**src/rtl/core/i2c_dac_write_sequencer_top_defines.svh**
```systemverilog
// Assertion macros for the I2C DAC write sequencer.
// Each macro expects clk_i and rst_ni in the scope where it is used.
`ifndef I2C_DAC_WRITE_SEQUENCER_TOP_DEFINES_SVH
`define I2C_DAC_WRITE_SEQUENCER_TOP_DEFINES_SVH

// Same-cycle implication, disabled during reset.
`define I2CDAC_ASSERT_IMPL(lbl, ante, cons, msg) \
  lbl: assert property (@(posedge clk_i) disable iff (!rst_ni) (ante) |-> (cons)) \
    else $error(msg);

// Next-cycle implication, disabled during reset.
`define I2CDAC_ASSERT_NEXT(lbl, ante, cons, msg) \
  lbl: assert property (@(posedge clk_i) disable iff (!rst_ni) (ante) |=> (cons)) \
    else $error(msg);

`endif

```
**src/rtl/core/i2cdac_pkg.sv**
```systemverilog
// Shared types, constants and the control store of the I2C DAC write sequencer.
// No dependencies; imported by i2cdac_div and i2c_dac_write_sequencer_top.
`timescale 1ns / 1ps

package i2cdac_pkg;

  localparam logic [6:0]  AddrReset = 7'd12;
  localparam logic [15:0] RefReset  = 16'd3300;
  localparam logic [6:0]  AckPolls  = 7'd6;
  localparam logic [3:0]  DivSteps  = 4'd12;
  localparam logic [11:0] CodeMax   = 12'hFFF;
  localparam logic [1:0]  LastByte  = 2'd2;
  localparam logic [2:0]  LastBit   = 3'd7;

  typedef enum logic [1:0] {
    ACT_TICK = 2'd0,
    ACT_SET  = 2'd1,
    ACT_PD   = 2'd2,
    ACT_NOP  = 2'd3
  } action_e;

  typedef enum logic [1:0] {
    PD_HIZ   = 2'd0,
    PD_2K5   = 2'd1,
    PD_100K  = 2'd2,
    PD_HIZ_B = 2'd3
  } pd_mode_e;

  typedef enum logic {
    CFG_ADDR = 1'b0,
    CFG_REF  = 1'b1
  } cfg_reg_e;

  typedef enum logic [3:0] {
    PC_IDLE   = 4'd0,
    PC_START1 = 4'd1,
    PC_START2 = 4'd2,
    PC_DATA   = 4'd3,
    PC_HIGH   = 4'd4,
    PC_LOW    = 4'd5,
    PC_REL    = 4'd6,
    PC_ACKHI  = 4'd7,
    PC_POLL   = 4'd8,
    PC_STOP1  = 4'd9,
    PC_STOP2  = 4'd10,
    PC_STOP3  = 4'd11,
    PC_NSTOP1 = 4'd12,
    PC_NSTOP2 = 4'd13,
    PC_NSTOP3 = 4'd14
  } step_e;

  typedef enum logic [1:0] {
    PIN_KEEP = 2'd0,
    PIN_LOW  = 2'd1,
    PIN_HIGH = 2'd2,
    PIN_BIT  = 2'd3
  } pin_op_e;

  typedef enum logic [2:0] {
    SEQ_HOLD    = 3'd0,
    SEQ_GOTO    = 3'd1,
    SEQ_CLR_IDX = 3'd2,
    SEQ_BIT     = 3'd3,
    SEQ_ACK_ARM = 3'd4,
    SEQ_POLL    = 3'd5,
    SEQ_DONE    = 3'd6,
    SEQ_NACK    = 3'd7
  } seq_op_e;

  typedef struct packed {
    pin_op_e sda_op;
    pin_op_e scl_op;
    seq_op_e seq_op;
    step_e   next_pc;
    step_e   alt_pc;
  } ucode_t;

  typedef struct packed {
    logic busy;
    logic done;
  } div_stat_t;

  localparam step_e NackPc = PC_NSTOP1;

  function automatic ucode_t ucode_rom(step_e pc);
    ucode_t w;
    w = '{PIN_KEEP, PIN_KEEP, SEQ_GOTO, PC_IDLE, PC_IDLE};
    unique case (pc)
      PC_IDLE:   w = '{PIN_KEEP, PIN_KEEP, SEQ_HOLD,    PC_IDLE,   PC_IDLE};
      PC_START1: w = '{PIN_LOW,  PIN_KEEP, SEQ_GOTO,    PC_START2, PC_IDLE};
      PC_START2: w = '{PIN_KEEP, PIN_LOW,  SEQ_CLR_IDX, PC_DATA,   PC_IDLE};
      PC_DATA:   w = '{PIN_BIT,  PIN_KEEP, SEQ_GOTO,    PC_HIGH,   PC_IDLE};
      PC_HIGH:   w = '{PIN_KEEP, PIN_HIGH, SEQ_GOTO,    PC_LOW,    PC_IDLE};
      PC_LOW:    w = '{PIN_KEEP, PIN_LOW,  SEQ_BIT,     PC_DATA,   PC_REL};
      PC_REL:    w = '{PIN_HIGH, PIN_KEEP, SEQ_GOTO,    PC_ACKHI,  PC_IDLE};
      PC_ACKHI:  w = '{PIN_KEEP, PIN_HIGH, SEQ_ACK_ARM, PC_POLL,   PC_IDLE};
      PC_POLL:   w = '{PIN_KEEP, PIN_KEEP, SEQ_POLL,    PC_DATA,   PC_STOP1};
      PC_STOP1:  w = '{PIN_LOW,  PIN_KEEP, SEQ_GOTO,    PC_STOP2,  PC_IDLE};
      PC_STOP2:  w = '{PIN_KEEP, PIN_HIGH, SEQ_GOTO,    PC_STOP3,  PC_IDLE};
      PC_STOP3:  w = '{PIN_HIGH, PIN_KEEP, SEQ_DONE,    PC_IDLE,   PC_IDLE};
      PC_NSTOP1: w = '{PIN_LOW,  PIN_KEEP, SEQ_GOTO,    PC_NSTOP2, PC_IDLE};
      PC_NSTOP2: w = '{PIN_KEEP, PIN_HIGH, SEQ_GOTO,    PC_NSTOP3, PC_IDLE};
      PC_NSTOP3: w = '{PIN_HIGH, PIN_KEEP, SEQ_NACK,    PC_IDLE,   PC_IDLE};
      default:   w = '{PIN_KEEP, PIN_KEEP, SEQ_GOTO,    PC_IDLE,   PC_IDLE};
    endcase
    return w;
  endfunction

endpackage

```
**src/rtl/core/i2cdac_div.sv**
```systemverilog
// Restoring divider for the DAC code: (millivolts * 4096) / reference, saturated.
// Depends on i2cdac_pkg for the step count, the saturated code and the status type.
`timescale 1ns / 1ps

module i2cdac_div import i2cdac_pkg::*; (
  input  logic        clk_i,
  input  logic        rst_ni,
  input  logic        start_i,
  input  logic [15:0] dividend_i,
  input  logic [15:0] divisor_i,
  output div_stat_t   stat_o,
  output logic [11:0] code_o
);

  logic        run_q, run_d;
  logic        sat_q, sat_d;
  logic [3:0]  cnt_q, cnt_d;
  logic [15:0] rem_q, rem_d;
  logic [15:0] ref_q, ref_d;
  logic [11:0] quot_q, quot_d;
  logic [16:0] shifted;
  logic        ge;
  logic        last_step;

  assign shifted   = {rem_q, 1'b0};
  assign ge        = shifted >= {1'b0, ref_q};
  assign last_step = sat_q || (cnt_q == 4'd1);

  always_comb begin
    run_d  = run_q;
    sat_d  = sat_q;
    cnt_d  = cnt_q;
    rem_d  = rem_q;
    ref_d  = ref_q;
    quot_d = quot_q;
    if (start_i) begin
      run_d  = 1'b1;
      sat_d  = (divisor_i == 16'd0) || (dividend_i >= divisor_i);
      cnt_d  = DivSteps;
      rem_d  = dividend_i;
      ref_d  = divisor_i;
      quot_d = 12'd0;
    end else if (run_q) begin
      run_d  = !last_step;
      cnt_d  = cnt_q - 4'd1;
      rem_d  = ge ? 16'(shifted - {1'b0, ref_q}) : shifted[15:0];
      quot_d = {quot_q[10:0], ge};
    end
  end

  always_ff @(posedge clk_i or negedge rst_ni) begin
    if (!rst_ni) begin
      run_q <= 1'b0;
      cnt_q <= 4'd0;
    end else begin
      run_q <= run_d;
      cnt_q <= cnt_d;
    end
  end

  always_ff @(posedge clk_i) begin
    sat_q  <= sat_d;
    rem_q  <= rem_d;
    ref_q  <= ref_d;
    quot_q <= quot_d;
  end

  assign stat_o.busy = run_q;
  assign stat_o.done = run_q && last_step;
  assign code_o      = sat_q ? CodeMax : {quot_q[10:0], ge};

endmodule

```
**src/rtl/core/i2c_dac_write_sequencer_top.sv**
```systemverilog
// Channel    Group   Payload, lowest bit first
// request    s_axis  tuser: action; tdata: millivolts, powerdown_mode, sda_in
// result     m_axis  tdata: scl_out, sda_out, busy_res, done_res, nack_error, rejected
// config     cfg     cfg_idx_i 0 device_address, 1 reference_millivolts
//
// One request per cycle and one result per request, held in an output register.
// A set-voltage command accepted while idle holds s_axis_tready low while the
// divider produces the code, a shorter stall when the code saturates.
// Reset is asynchronous and active low; the bus lines reset released high.
// s_axis_tready also waits on m_axis_tready while a result is pending.
// Depends on i2cdac_pkg, i2cdac_div and i2c_dac_write_sequencer_top_defines.svh.
`timescale 1ns / 1ps
`include "i2c_dac_write_sequencer_top_defines.svh"

module i2c_dac_write_sequencer_top import i2cdac_pkg::*; (
  input  logic        clk_i,
  input  logic        rst_ni,
  input  logic        s_axis_tvalid,
  output logic        s_axis_tready,
  input  logic [23:0] s_axis_tdata,   // millivolts[15:0], powerdown_mode[17:16], sda_in[18]
  input  logic [1:0]  s_axis_tuser,   // action[1:0]
  output logic        m_axis_tvalid,
  input  logic        m_axis_tready,
  output logic [7:0]  m_axis_tdata,   // scl, sda, busy, done, nack, rejected
  input  logic        cfg_we_i,
  input  logic        cfg_idx_i,
  input  logic [15:0] cfg_wdata_i
);

  logic [6:0]  addr_q;
  logic [15:0] ref_q;
  step_e       pc_q, pc_d;
  logic [1:0]  byte_q, byte_d;
  logic [2:0]  bit_q, bit_d;
  logic [6:0]  poll_q, poll_d;
  logic [6:0]  poll_inc;
  logic        scl_q, scl_d;
  logic        sda_q, sda_d;
  logic [11:0] last_code_q, last_code_d;
  logic [15:0] frame_q, frame_d;
  logic        out_valid_q;
  logic [7:0]  out_data_q;

  logic        in_acc;
  action_e     action;
  logic [15:0] millivolts;
  pd_mode_e    pd_mode;
  logic        sda_in;
  logic        idle;
  logic        div_start;
  div_stat_t   div_stat;
  logic [11:0] div_code;
  ucode_t      uw;
  logic [7:0]  cur_byte;
  logic [1:0]  pd_bits;
  logic        done_flag, nack_flag, rej_flag;

  assign action     = action_e'(s_axis_tuser);
  assign millivolts = s_axis_tdata[15:0];
  assign pd_mode    = pd_mode_e'(s_axis_tdata[17:16]);
  assign sda_in     = s_axis_tdata[18];

  assign s_axis_tready = !div_stat.busy && (!out_valid_q || m_axis_tready);
  assign in_acc        = s_axis_tvalid && s_axis_tready;
  assign idle          = (pc_q == PC_IDLE);
  assign div_start     = in_acc && (action == ACT_SET) && idle;

  i2cdac_div u_div (
    .clk_i      (clk_i),
    .rst_ni     (rst_ni),
    .start_i    (div_start),
    .dividend_i (millivolts),
    .divisor_i  (ref_q),
    .stat_o     (div_stat),
    .code_o     (div_code)
  );

  assign uw       = ucode_rom(pc_q);
  assign poll_inc = poll_q + 7'd1;

  always_comb begin
    unique case (byte_q)
      2'd0:    cur_byte = {addr_q, 1'b0};
      2'd1:    cur_byte = frame_q[15:8];
      default: cur_byte = frame_q[7:0];
    endcase
  end

  always_comb begin
    unique case (pd_mode)
      PD_2K5:  pd_bits = 2'b01;
      PD_100K: pd_bits = 2'b10;
      default: pd_bits = 2'b11;
    endcase
  end

  always_comb begin
    pc_d        = pc_q;
    byte_d      = byte_q;
    bit_d       = bit_q;
    poll_d      = poll_q;
    scl_d       = scl_q;
    sda_d       = sda_q;
    last_code_d = last_code_q;
    frame_d     = frame_q;
    done_flag   = 1'b0;
    nack_flag   = 1'b0;
    rej_flag    = 1'b0;

    if (div_stat.done) begin
      last_code_d = div_code;
      frame_d     = {4'd0, div_code};
    end

    if (in_acc) begin
      unique case (action)
        ACT_SET, ACT_PD: begin
          if (!idle) begin
            rej_flag = 1'b1;
          end else begin
            byte_d = 2'd0;
            bit_d  = 3'd0;
            poll_d = 7'd0;
            pc_d   = PC_START1;
            if (action == ACT_PD) begin
              frame_d = {2'b00, pd_bits, last_code_q};
            end
          end
        end
        ACT_TICK: begin
          unique case (uw.sda_op)
            PIN_LOW:  sda_d = 1'b0;
            PIN_HIGH: sda_d = 1'b1;
            PIN_BIT:  sda_d = cur_byte[3'(~bit_q)];
            default:  sda_d = sda_q;
          endcase
          unique case (uw.scl_op)
            PIN_LOW:  scl_d = 1'b0;
            PIN_HIGH: scl_d = 1'b1;
            default:  scl_d = scl_q;
          endcase
          unique case (uw.seq_op)
            SEQ_HOLD: pc_d = pc_q;
            SEQ_GOTO: pc_d = uw.next_pc;
            SEQ_CLR_IDX: begin
              byte_d = 2'd0;
              bit_d  = 3'd0;
              pc_d   = uw.next_pc;
            end
            SEQ_BIT: begin
              if (bit_q >= LastBit) begin
                pc_d = uw.alt_pc;
              end else begin
                bit_d = bit_q + 3'd1;
                pc_d  = uw.next_pc;
              end
            end
            SEQ_ACK_ARM: begin
              poll_d = 7'd0;
              pc_d   = uw.next_pc;
            end
            SEQ_POLL: begin
              if (!sda_in) begin
                scl_d = 1'b0;
                if (byte_q >= LastByte) begin
                  pc_d = uw.alt_pc;
                end else begin
                  byte_d = byte_q + 2'd1;
                  bit_d  = 3'd0;
                  pc_d   = uw.next_pc;
                end
              end else begin
                poll_d = poll_inc;
                if (poll_inc >= AckPolls) begin
                  scl_d = 1'b0;
                  pc_d  = NackPc;
                end
              end
            end
            SEQ_DONE: begin
              done_flag = 1'b1;
              pc_d      = uw.next_pc;
            end
            SEQ_NACK: begin
              nack_flag = 1'b1;
              pc_d      = uw.next_pc;
            end
            default: pc_d = PC_IDLE;
          endcase
        end
        default: pc_d = pc_q;
      endcase
    end
  end

  always_ff @(posedge clk_i or negedge rst_ni) begin
    if (!rst_ni) begin
      addr_q      <= AddrReset;
      ref_q       <= RefReset;
      pc_q        <= PC_IDLE;
      byte_q      <= 2'd0;
      bit_q       <= 3'd0;
      poll_q      <= 7'd0;
      scl_q       <= 1'b1;
      sda_q       <= 1'b1;
      last_code_q <= 12'd0;
      frame_q     <= 16'd0;
      out_valid_q <= 1'b0;
    end else begin
      if (cfg_we_i) begin
        unique case (cfg_reg_e'(cfg_idx_i))
          CFG_ADDR: addr_q <= cfg_wdata_i[6:0];
          CFG_REF:  ref_q  <= cfg_wdata_i;
          default:  ref_q  <= ref_q;
        endcase
      end
      pc_q        <= pc_d;
      byte_q      <= byte_d;
      bit_q       <= bit_d;
      poll_q      <= poll_d;
      scl_q       <= scl_d;
      sda_q       <= sda_d;
      last_code_q <= last_code_d;
      frame_q     <= frame_d;
      if (in_acc) begin
        out_valid_q <= 1'b1;
      end else if (m_axis_tready) begin
        out_valid_q <= 1'b0;
      end
    end
  end

  always_ff @(posedge clk_i) begin
    if (in_acc) begin
      out_data_q <= {2'b00, rej_flag, nack_flag, done_flag, (pc_d != PC_IDLE), sda_d, scl_d};
    end
  end

  assign m_axis_tvalid = out_valid_q;
  assign m_axis_tdata  = out_data_q;

  `I2CDAC_ASSERT_IMPL(a_div_stalls_input, div_stat.busy, !s_axis_tready, "request taken while divider runs")
  `I2CDAC_ASSERT_IMPL(a_div_done_in_frame, div_stat.done, pc_q != PC_IDLE, "code finished outside a frame")
  `I2CDAC_ASSERT_NEXT(a_set_starts_div, div_start, div_stat.busy && (pc_q == PC_START1), "set command did not start divider")
  `I2CDAC_ASSERT_IMPL(a_flags_exclusive, in_acc, !(done_flag && nack_flag) && !(rej_flag && idle), "conflicting result flags")

endmodule
```
**config.mk**
```make
export PLATFORM = sky130hd
export DESIGN_NAME = i2c_dac_write_sequencer_top
export DESIGN_NICKNAME = d
export VERILOG_FILES = /design/src/rtl/core/i2cdac_pkg.sv /design/src/rtl/core/i2cdac_div.sv /design/src/rtl/core/i2c_dac_write_sequencer_top.sv
export VERILOG_INCLUDE_DIRS = /design/src /design/src/rtl/core
export SDC_FILE = /design/constraint.sdc
export NUM_CORES = 1
export LEC_CHECK = 0
export BUFFER_PORTS_ARGS = -buffer_cell sky130_fd_sc_hd__buf_2
export CAP_MARGIN = 20
export CORE_MARGIN = 1.5
export CORE_UTILIZATION = 50
export DETAILED_ROUTE_END_ITERATION = 10
export PLACE_DENSITY = 0.75
export REMOVE_ABC_BUFFERS = 1
export SLEW_MARGIN = 20
export SYNTH_ARGS = -nofsm -noshare
export SYNTH_HDL_FRONTEND = slang
export SYNTH_SLANG_ARGS = --single-unit
```
**constraint.sdc**
```tcl
create_clock -name clk_i -period 4.5 [get_ports clk_i]
set_input_delay 0.675 -clock clk_i [delete_from_list [all_inputs] [get_ports clk_i]]
set_output_delay 0.675 -clock clk_i [all_outputs]
set_load 0.03 [all_outputs]
```
==> impl_metrics.prom, run 1 <==
# TYPE chip_impl_metric gauge
chip_impl_metric{name="setup_tns_after_final_layout",unit="ps"} 0
chip_impl_info{name="synthFlopType",value="dfrtp_1"} 1
chip_impl_metric{name="drtIter0Drc",unit=""} 585
chip_impl_metric{name="synth_cells",unit=""} 790
chip_impl_metric{name="number_of_slew_limit_violations_in_the_final_report",unit=""} 0
chip_impl_info{name="crit_path_cell_trace",value="nand3b_1, nand2b_1, a21oi_1, nand3_1, o211a_1, a2111oi_2, nand4b_1"} 1
chip_impl_metric{name="h-tree-depth",unit=""} 4
chip_impl_metric{name="filler_cell_count",unit=""} 1260
chip_impl_metric{name="antenna_violations_before_repair",unit=""} 1
chip_impl_info{name="cp-end-kind",value="register"} 1
chip_impl_metric{name="syn-cell-area",unit="µm²"} 7580
chip_impl_metric{name="ff_latch_area",unit="µm²"} 3280
chip_impl_metric{name="die_area",unit="µm²"} 15900
chip_impl_metric{name="power_per_cell_area",unit="nW/µm²"} 546
chip_impl_metric{name="post_drt_wl_per_cell",unit="µm"} 17.0
chip_impl_info{name="crit_path_top_delay_cell",value="dfrtp_1"} 1
chip_impl_info{name="layout_common_cells",value="86 x nand2_1, 65 x dfrtp_1, 60 x inv_1, 51 x ha_1"} 1
chip_impl_metric{name="syn_area_per_cell",unit="µm²"} 9.60
chip_impl_info{name="path_delay_family",value="flip-flops"} 1
chip_impl_info{name="worstReg2RegEnd",value="m_axis_tdata[2]$_DFFE_PP_"} 1
chip_impl_metric{name="pre_cts_slack",unit="ps"} 1500
chip_impl_metric{name="synth-async-reset-ratio",unit="%"} 60.0
chip_impl_metric{name="io-pin-count",unit=""} 58
chip_impl_metric{name="worst-endpoint-required",unit="ps"} 4640
chip_impl_metric{name="cts-buffers-inserted",unit=""} 17
chip_impl_info{name="critical_path.startpoint_type",value="register"} 1
chip_impl_metric{name="cts_resized",unit=""} 0
chip_impl_metric{name="die_h",unit="µm"} 126
chip_impl_metric{name="clock_latency",unit="ps"} 420
chip_impl_metric{name="wire_length_of_the_first_global_routing_pass",unit="µm"} 29000
chip_impl_metric{name="finalCoreUtilization",unit="%"} 58.1
chip_impl_metric{name="cts_hold_buf",unit=""} 0
chip_impl_metric{name="cp_max_fo",unit=""} 30
chip_impl_metric{name="timing.critical_path.buf_inv",unit=""} 0
chip_impl_metric{name="fin_nets",unit=""} 924
chip_impl_metric{name="critical-path-max-stage-delay",unit="ps"} 1000
chip_impl_metric{name="maxCapViolCount",unit=""} 0
chip_impl_metric{name="drt.antenna.violating_nets",unit=""} 0
chip_impl_metric{name="finalHoldViolCount",unit=""} 0
chip_impl_info{name="netlist.top_cell.by_area",value="dfrtp_1"} 1
chip_impl_metric{name="total_power",unit="µW"} 4650
chip_impl_metric{name="cts.reportedPaths.clkPinSlew",unit="ps"} 60
chip_impl_metric{name="synth_cell_type_count",unit=""} 79
chip_impl_metric{name="grt_start_max_net_pins",unit=""} 76
chip_impl_info{name="setup_crit_path_kind",value="register to register"} 1
chip_impl_metric{name="final_min_period_over_clock_period",unit="%"} 67.7
chip_impl_metric{name="gp_routability_congestion",unit=""} 0.869
chip_impl_metric{name="multiInputGateArea",unit="µm²"} 3870
chip_impl_metric{name="slew_headroom",unit="%"} 30.1
chip_impl_info{name="beginning_of_the_worst_register_to_register_path",value="pc_q[2]$_DFF_PN0_"} 1
chip_impl_metric{name="reg2regPathDepth",unit=""} 7
chip_impl_metric{name="drc_violations",unit=""} 0
chip_impl_metric{name="cts_num_sinks",unit=""} 125
chip_impl_metric{name="fp.coreArea",unit="µm²"} 14600
chip_impl_info{name="outcome",value="finished clean"} 1
chip_impl_metric{name="initial_core_util",unit="%"} 51.8
chip_impl_metric{name="skew",unit="ps"} 7.80
chip_impl_metric{name="register_area_share_after_synthesis",unit="%"} 43.3
chip_impl_metric{name="cp_data_arrival_time",unit="ps"} 3190
chip_impl_metric{name="num_rows",unit=""} 44
chip_impl_metric{name="worstMarginPinSlew",unit="ps"} 1050
chip_impl_metric{name="synth_enable_flop_cells",unit=""} 39
chip_impl_metric{name="io_buffers",unit=""} 50
chip_impl_metric{name="ff2ff_setup_slack",unit="ps"} 1450
chip_impl_metric{name="gr-total-overflow",unit=""} 0
chip_impl_metric{name="power_leakage",unit="µW"} 0.00358
chip_impl_info{name="synth.top_cells.by_area",value="dfrtp_1 21%, edfxtp_1 15%, ha_1 8.4%, nand2_1 4.3%, mux2_2 3.9%"} 1
chip_impl_metric{name="setup_viol",unit=""} 0
chip_impl_metric{name="post-cts-setup-buffer-count",unit=""} 0
chip_impl_metric{name="via_count",unit=""} 6142
chip_impl_metric{name="die_w",unit="µm"} 126
chip_impl_metric{name="drive_gt1_share",unit="%"} 16.8
chip_impl_info{name="clockRootBuffer",value="clkbuf_16"} 1
chip_impl_metric{name="synth_top_area_share",unit="%"} 21.5
chip_impl_metric{name="drt_pre_antenna_iters",unit=""} 7
chip_impl_info{name="hold_removal_path_class",value="primary input to async pin"} 1
chip_impl_metric{name="finalWorstSetupSlack",unit="ps"} 1450
chip_impl_info{name="setup_repair_after_global_routing_missed_its_margin",value="false"} 1
chip_impl_metric{name="cts_max_path_buffers",unit=""} 2
chip_impl_info{name="mostFrequentLayoutCell",value="nand2_1"} 1
chip_impl_metric{name="synth.ff_latch_count",unit=""} 125
chip_impl_info{name="clock_tree_from_tritoncts",value="built"} 1
chip_impl_metric{name="fmax",unit="MHz"} 328
chip_impl_metric{name="peakVddDrop",unit="V"} 0.000293
chip_impl_metric{name="route.final.wire_length",unit="µm"} 17400
chip_impl_metric{name="layout_min_cycle_time",unit="ps"} 3050
chip_impl_metric{name="detail_route.vias_per_cell",unit=""} 6.01
chip_impl_metric{name="area_growth",unit="%"} 12.3
chip_impl_metric{name="detailed_place_hpwl",unit="µm"} 11900
chip_impl_metric{name="grt_usage",unit="%"} 22.8
chip_impl_metric{name="synth_warn",unit=""} 0
chip_impl_metric{name="first_global_vias",unit=""} 5822
## sequential cells by signal (all words and copies together) (netlist names)
name and count:
addr_q 7, bit_q 3, byte_q 2, frame_q 16, last_code_q 12, m_axis_tdata 6
m_axis_tvalid 1, pc_q 4, poll_q 7, ref_q 16, scl_q 1, sda_q 1
u_div.cnt_q 4, u_div.quot_q 11, u_div.ref_q 16, u_div.rem_q 16, u_div.run_q 1, u_div.sat_q 1
## logic make-up after synthesis
kind of cell               Yosys count  share of synthesized area (%)
and+or+nand+nor                    244                           16.2
AOI/OAI and AO/OA                  217                           19.6
DFF                                125                           43.3
buffers and inverters              103                           5.68
adders and majority gates           53                           8.81
muxes                               32                           4.65
xor gates and xnor gates            15                           1.73
other                                1                         0.0495
## routing by layer
metal	up-vias	share of wire (%)	global-route usage [%]
li1	2966	-	-
met1	2956	46	31.6
met2	194	47	36.1
met3	26	5.3	4.38
met4	0	1.8	7.78
met5	-	0	0
## area by class of cell
cell class / instances / area share (%)
inverters: 61 / 2.69
clock inverters: 15 / 2.01
well taps: 184 / 2.70
repair buffers: 56 / 3.50
flip-flops and latches: 125 / 38.5
diodes: 1 / 0.0294
multi-input cells: 563 / 45.5
clock buffers: 17 / 5.00
## power by group
| group | leakage, µW | internal (µW) | switching, µW |
|---|---|---|---|
| Combinational | 0.00195 | 638 | 857 |
| Sequential | 0.00133 | 1520 | 233 |
| Clock | 0.000294 | 835 | 565 |
## worst register-to-register path: cells and delay by family (launching register included)
kind	cells	cell delay, ps
DFF	1	1000
AOI/OAI and AO/OA	3	860
and+or+nand+nor	4	910
## worst max path at each step
stage,startpoint,endpoint,slack [ps],depth (start not counted)
6_report,pc_q[2]$_DFF_PN0_,m_axis_tdata[2]$_DFFE_PP_,1450,7
5_1_grt,u_div.rem_q[3]$_DFFE_PP_,u_div.rem_q[1]$_DFFE_PP_,1200,8
4_1_cts,u_div.rem_q[3]$_DFFE_PP_,u_div.rem_q[1]$_DFFE_PP_,1490,8
3_5_place_dp,u_div.rem_q[3]$_DFFE_PP_,u_div.rem_q[1]$_DFFE_PP_,1500,8
3_3_place_gp,u_div.rem_q[3]$_DFFE_PP_,u_div.rem_q[1]$_DFFE_PP_,1590,8
2_1_floorplan,u_div.run_q$_DFF_PN0_,u_div.rem_q[1]$_DFFE_PP_,860,7
## cells in the mapped netlist, drive strengths merged (10+ instances only)
cell	number
a211oi	10
a21oi	32
a31oi	13
buf	14
clkbuf	28
dfrtp	65
dfstp	10
dfxtp	11
edfxtp	39
ha	51
inv	60
mux2	26
nand2	86
nand2b	13
nand3	31
nand4	14
nor2	38
nor3	11
nor4	10
o211ai	18
o21ai	50
o22a	13
o22ai	18
o31ai	11
## metrics by stage
step	hold slack, ps	cell area [µm²]	std cells
2_1_floorplan	379	7380	749
3_3_place_gp	460	7910	989
3_5_place_dp	469	7910	989
4_1_cts	443	8510	1021
5_1_grt	454	8510	1022
6_report	403	8510	1022
No activity file was read; power rests on OpenSTA's default activity.
==> run 2: changes to the inputs <==
--- a/config.mk
+++ b/config.mk
@@ -11,7 +11,7 @@
 export CORE_MARGIN = 1.5
 export CORE_UTILIZATION = 50
 export DETAILED_ROUTE_END_ITERATION = 10
-export PLACE_DENSITY = 0.75
+export PLACE_DENSITY = 0.78
 export REMOVE_ABC_BUFFERS = 1
 export SLEW_MARGIN = 20
 export SYNTH_ARGS = -nofsm -noshare
==> constraint.sdc (replaced) <==
create_clock -name clk_i -period 2.6 [get_ports clk_i]
set_input_delay 0.39 -clock clk_i [delete_from_list [all_inputs] [get_ports clk_i]]
set_output_delay 0.39 -clock clk_i [all_outputs]
set_load 0.03 [all_outputs]
==> impl_metrics.prom, run 2 (same netlist as run 1, synthesis figures left out) <==
# TYPE chip_impl_metric gauge
chip_impl_info{name="outcome",value="finished, violations left"} 1
chip_impl_info{name="violations",value="DRC, hold timing, setup timing"} 1
chip_impl_info{name="beginning_of_the_worst_register_to_register_path",value="pc_q[1]$_DFF_PN0_"} 1
chip_impl_metric{name="fp.coreArea",unit="µm²"} 14600
chip_impl_info{name="crit_start",value="pc_q[1]$_DFF_PN0_"} 1
chip_impl_metric{name="antenna_violations_before_repair",unit=""} 0
chip_impl_metric{name="layout_min_cycle_time",unit="ps"} 2630
chip_impl_metric{name="power_per_cell_area",unit="nW/µm²"} 934
chip_impl_metric{name="filler_cell_count",unit=""} 1163
chip_impl_metric{name="pre_cts_slack",unit="ps"} -297
chip_impl_metric{name="via_count",unit=""} 6550
chip_impl_metric{name="number_of_slew_limit_violations_in_the_final_report",unit=""} 0
chip_impl_metric{name="grt_start_max_net_pins",unit=""} 76
chip_impl_metric{name="area_growth",unit="%"} 23.5
chip_impl_metric{name="cp_data_arrival_time",unit="ps"} 2780
chip_impl_metric{name="ff2ff_setup_slack",unit="ps"} -30
chip_impl_metric{name="cts_max_path_buffers",unit=""} 2
chip_impl_metric{name="reg2regPathDepth",unit=""} 9
chip_impl_metric{name="fin_nets",unit=""} 1007
chip_impl_metric{name="setup_viol",unit=""} 1
chip_impl_metric{name="final_min_period_over_clock_period",unit="%"} 101
chip_impl_metric{name="worstMarginPinSlew",unit="ps"} 725
chip_impl_info{name="layout_common_cells",value="86 x nand2_1, 85 x buf_4, 63 x dfrtp_1, 60 x inv_1, 49 x buf_2"} 1
chip_impl_metric{name="cts-buffers-inserted",unit=""} 17
chip_impl_metric{name="met2RoutedLength",unit="µm"} 9290
chip_impl_metric{name="initial_core_util",unit="%"} 51.8
chip_impl_metric{name="fin_hold_ws",unit="ps"} -5.02
chip_impl_metric{name="finalHoldViolCount",unit=""} 16
chip_impl_metric{name="num_rows",unit=""} 44
chip_impl_metric{name="power_leakage",unit="µW"} 0.00399
chip_impl_metric{name="cp_max_fo",unit=""} 6
chip_impl_info{name="clock_tree_from_tritoncts",value="built"} 1
chip_impl_metric{name="drive_gt1_share",unit="%"} 27.2
chip_impl_info{name="clockRootBuffer",value="clkbuf_16"} 1
chip_impl_metric{name="die_area",unit="µm²"} 15900
chip_impl_info{name="setup_repair_after_global_routing_missed_its_margin",value="true"} 1
chip_impl_metric{name="maxCapViolCount",unit=""} 0
chip_impl_metric{name="drt.antenna.violating_nets",unit=""} 0
chip_impl_metric{name="slew_headroom",unit="%"} 51.6
chip_impl_metric{name="gr-total-overflow",unit=""} 0
chip_impl_info{name="top_layer",value="met4"} 1
chip_impl_metric{name="wire_length_of_the_first_global_routing_pass",unit="µm"} 31400
chip_impl_metric{name="detailed_place_hpwl",unit="µm"} 13400
chip_impl_metric{name="route.final.wire_length",unit="µm"} 19700
chip_impl_info{name="cp-end-kind",value="register"} 1
chip_impl_metric{name="die_w",unit="µm"} 126
chip_impl_metric{name="die_h",unit="µm"} 126
chip_impl_metric{name="h-tree-depth",unit=""} 4
chip_impl_metric{name="detail_route.vias_per_cell",unit=""} 5.93
chip_impl_info{name="hold_removal_path_class",value="primary input to async pin"} 1
chip_impl_metric{name="cts.reportedPaths.clkPinSlew",unit="ps"} 60
chip_impl_metric{name="skew",unit="ps"} 9.29
chip_impl_metric{name="dr_wl_met3",unit="µm"} 1250
chip_impl_metric{name="cts_num_sinks",unit=""} 125
chip_impl_info{name="setup_crit_path_kind",value="register to register"} 1
chip_impl_metric{name="ff_latch_area",unit="µm²"} 3280
chip_impl_info{name="mostFrequentLayoutCell",value="nand2_1"} 1
chip_impl_metric{name="clock_latency",unit="ps"} 420
chip_impl_info{name="critical_path.startpoint_type",value="register"} 1
chip_impl_metric{name="gp_routability_congestion",unit=""} 0.938
chip_impl_metric{name="first_global_vias",unit=""} 6249
chip_impl_metric{name="peakVddDrop",unit="V"} 0.000593
chip_impl_metric{name="total_power",unit="µW"} 8740
chip_impl_metric{name="io-pin-count",unit=""} 58
chip_impl_metric{name="drt-met1-wl",unit="µm"} 8750
chip_impl_metric{name="fmax",unit="MHz"} 381
chip_impl_metric{name="post_drt_wl_per_cell",unit="µm"} 17.8
chip_impl_metric{name="multiInputGateArea",unit="µm²"} 4050
chip_impl_metric{name="worst-endpoint-required",unit="ps"} 2750
chip_impl_info{name="worstSetupEndpoint",value="m_axis_tdata[2]$_DFFE_PP_"} 1
chip_impl_metric{name="drt_pre_antenna_iters",unit=""} 8
chip_impl_metric{name="io_buffers",unit=""} 50
chip_impl_metric{name="drc_violations",unit=""} 3
chip_impl_info{name="worstReg2RegEnd",value="m_axis_tdata[2]$_DFFE_PP_"} 1
chip_impl_metric{name="drtIter0Drc",unit=""} 611
chip_impl_metric{name="grt_usage",unit="%"} 24.9
chip_impl_metric{name="finalWorstSetupSlack",unit="ps"} -27.4
chip_impl_metric{name="antenna-diode-count",unit=""} 0
==> run 2: cell types whose count changed in the layout (fill, tap and decap cells not counted), moves of 3 or more <==
| cell | before | now |
|---|---|---|
| buf_4 | 7 | 85 |
| buf_12 | 0 | 4 |
| ha_2 | 0 | 3 |
| clkinv_2 | 0 | 3 |
| inv_8 | 3 | 0 |
| ha_1 | 51 | 42 |
| clkinvlp_4 | 0 | 4 |
| ha_4 | 0 | 6 |
| a21oi_2 | 0 | 3 |
| a21oi_1 | 32 | 29 |
| inv_6 | 6 | 3 |
==> run 2: final cells by class <==
| type | instances | area share [%] |
|---|---|---|
| flip-flops and latches | 125 | 35.1 |
| well taps | 184 | 2.46 |
| inverters | 61 | 2.45 |
| clock buffers | 18 | 4.58 |
| multi-input cells | 563 | 43.3 |
| clock inverters | 14 | 1.76 |
| repair buffers | 139 | 10.4 |
==> run 2: power breakdown <==
group | total (µW) | internal [µW] | leakage, µW | switching, µW
Sequential | 3010 | 2630 | 0.00133 | 385
Combinational | 3330 | 1570 | 0.00237 | 1760
Clock | 2400 | 1500 | 0.000281 | 896
==> run 2: metal layers <==
layer	vias to the layer above	track usage, %
met2	212	40.1
met3	38	5.35
met4	0	8.38
met5	-	0
met1	3172	33.5
li1	3128	-
==> run 2: repair_timing <==
action                     4_1_cts  5_1_grt
hold buffers                     0        0
setup buffers                    3        9
pin swaps                        5        3
resized for setup               15       19
setup endpoints to repair       19       22
==> run 2: critical path, cell delays in order (launching register included) <==
cell	delay (ps)
dfrtp_2	420
inv_1	110
ha_2	380
nand3_1	100
a21o_2	260
a21oi_1	280
nand3_1	140
o211a_1	210
a2111oi_4	340
nand4b_1	140
==> run 2: worst min-delay path by stage <==
stage / start / end / slack [ps]
after floorplan: rst_ni / addr_q[0]$_DFFE_PN0P_ / 90
after global placement: rst_ni / last_code_q[2]$_DFFE_PN0P_ / 440
after detailed placement: rst_ni / last_code_q[2]$_DFFE_PN0P_ / 440
after CTS: rst_ni / ref_q[9]$_DFFE_PN0P_ / 5
after global routing: rst_ni / addr_q[0]$_DFFE_PN0P_ / 20
final: rst_ni / last_code_q[9]$_DFFE_PN0P_ / -5
==> run 2: through the flow <==
step                      hold slack [ps]  TNS (ps)  utilization (%)  area, µm²  cells
after floorplan                      94.4    -35100                -       7380    749
after detailed placement              441     -2210             58.0       8490   1061
after global routing                 18.7      -358             63.9       9360   1104
after CTS                            5.38         0             62.8       9200   1095
final                               -5.02     -27.4             63.9       9360   1104
after global placement                443      -526             58.0       8490   1061
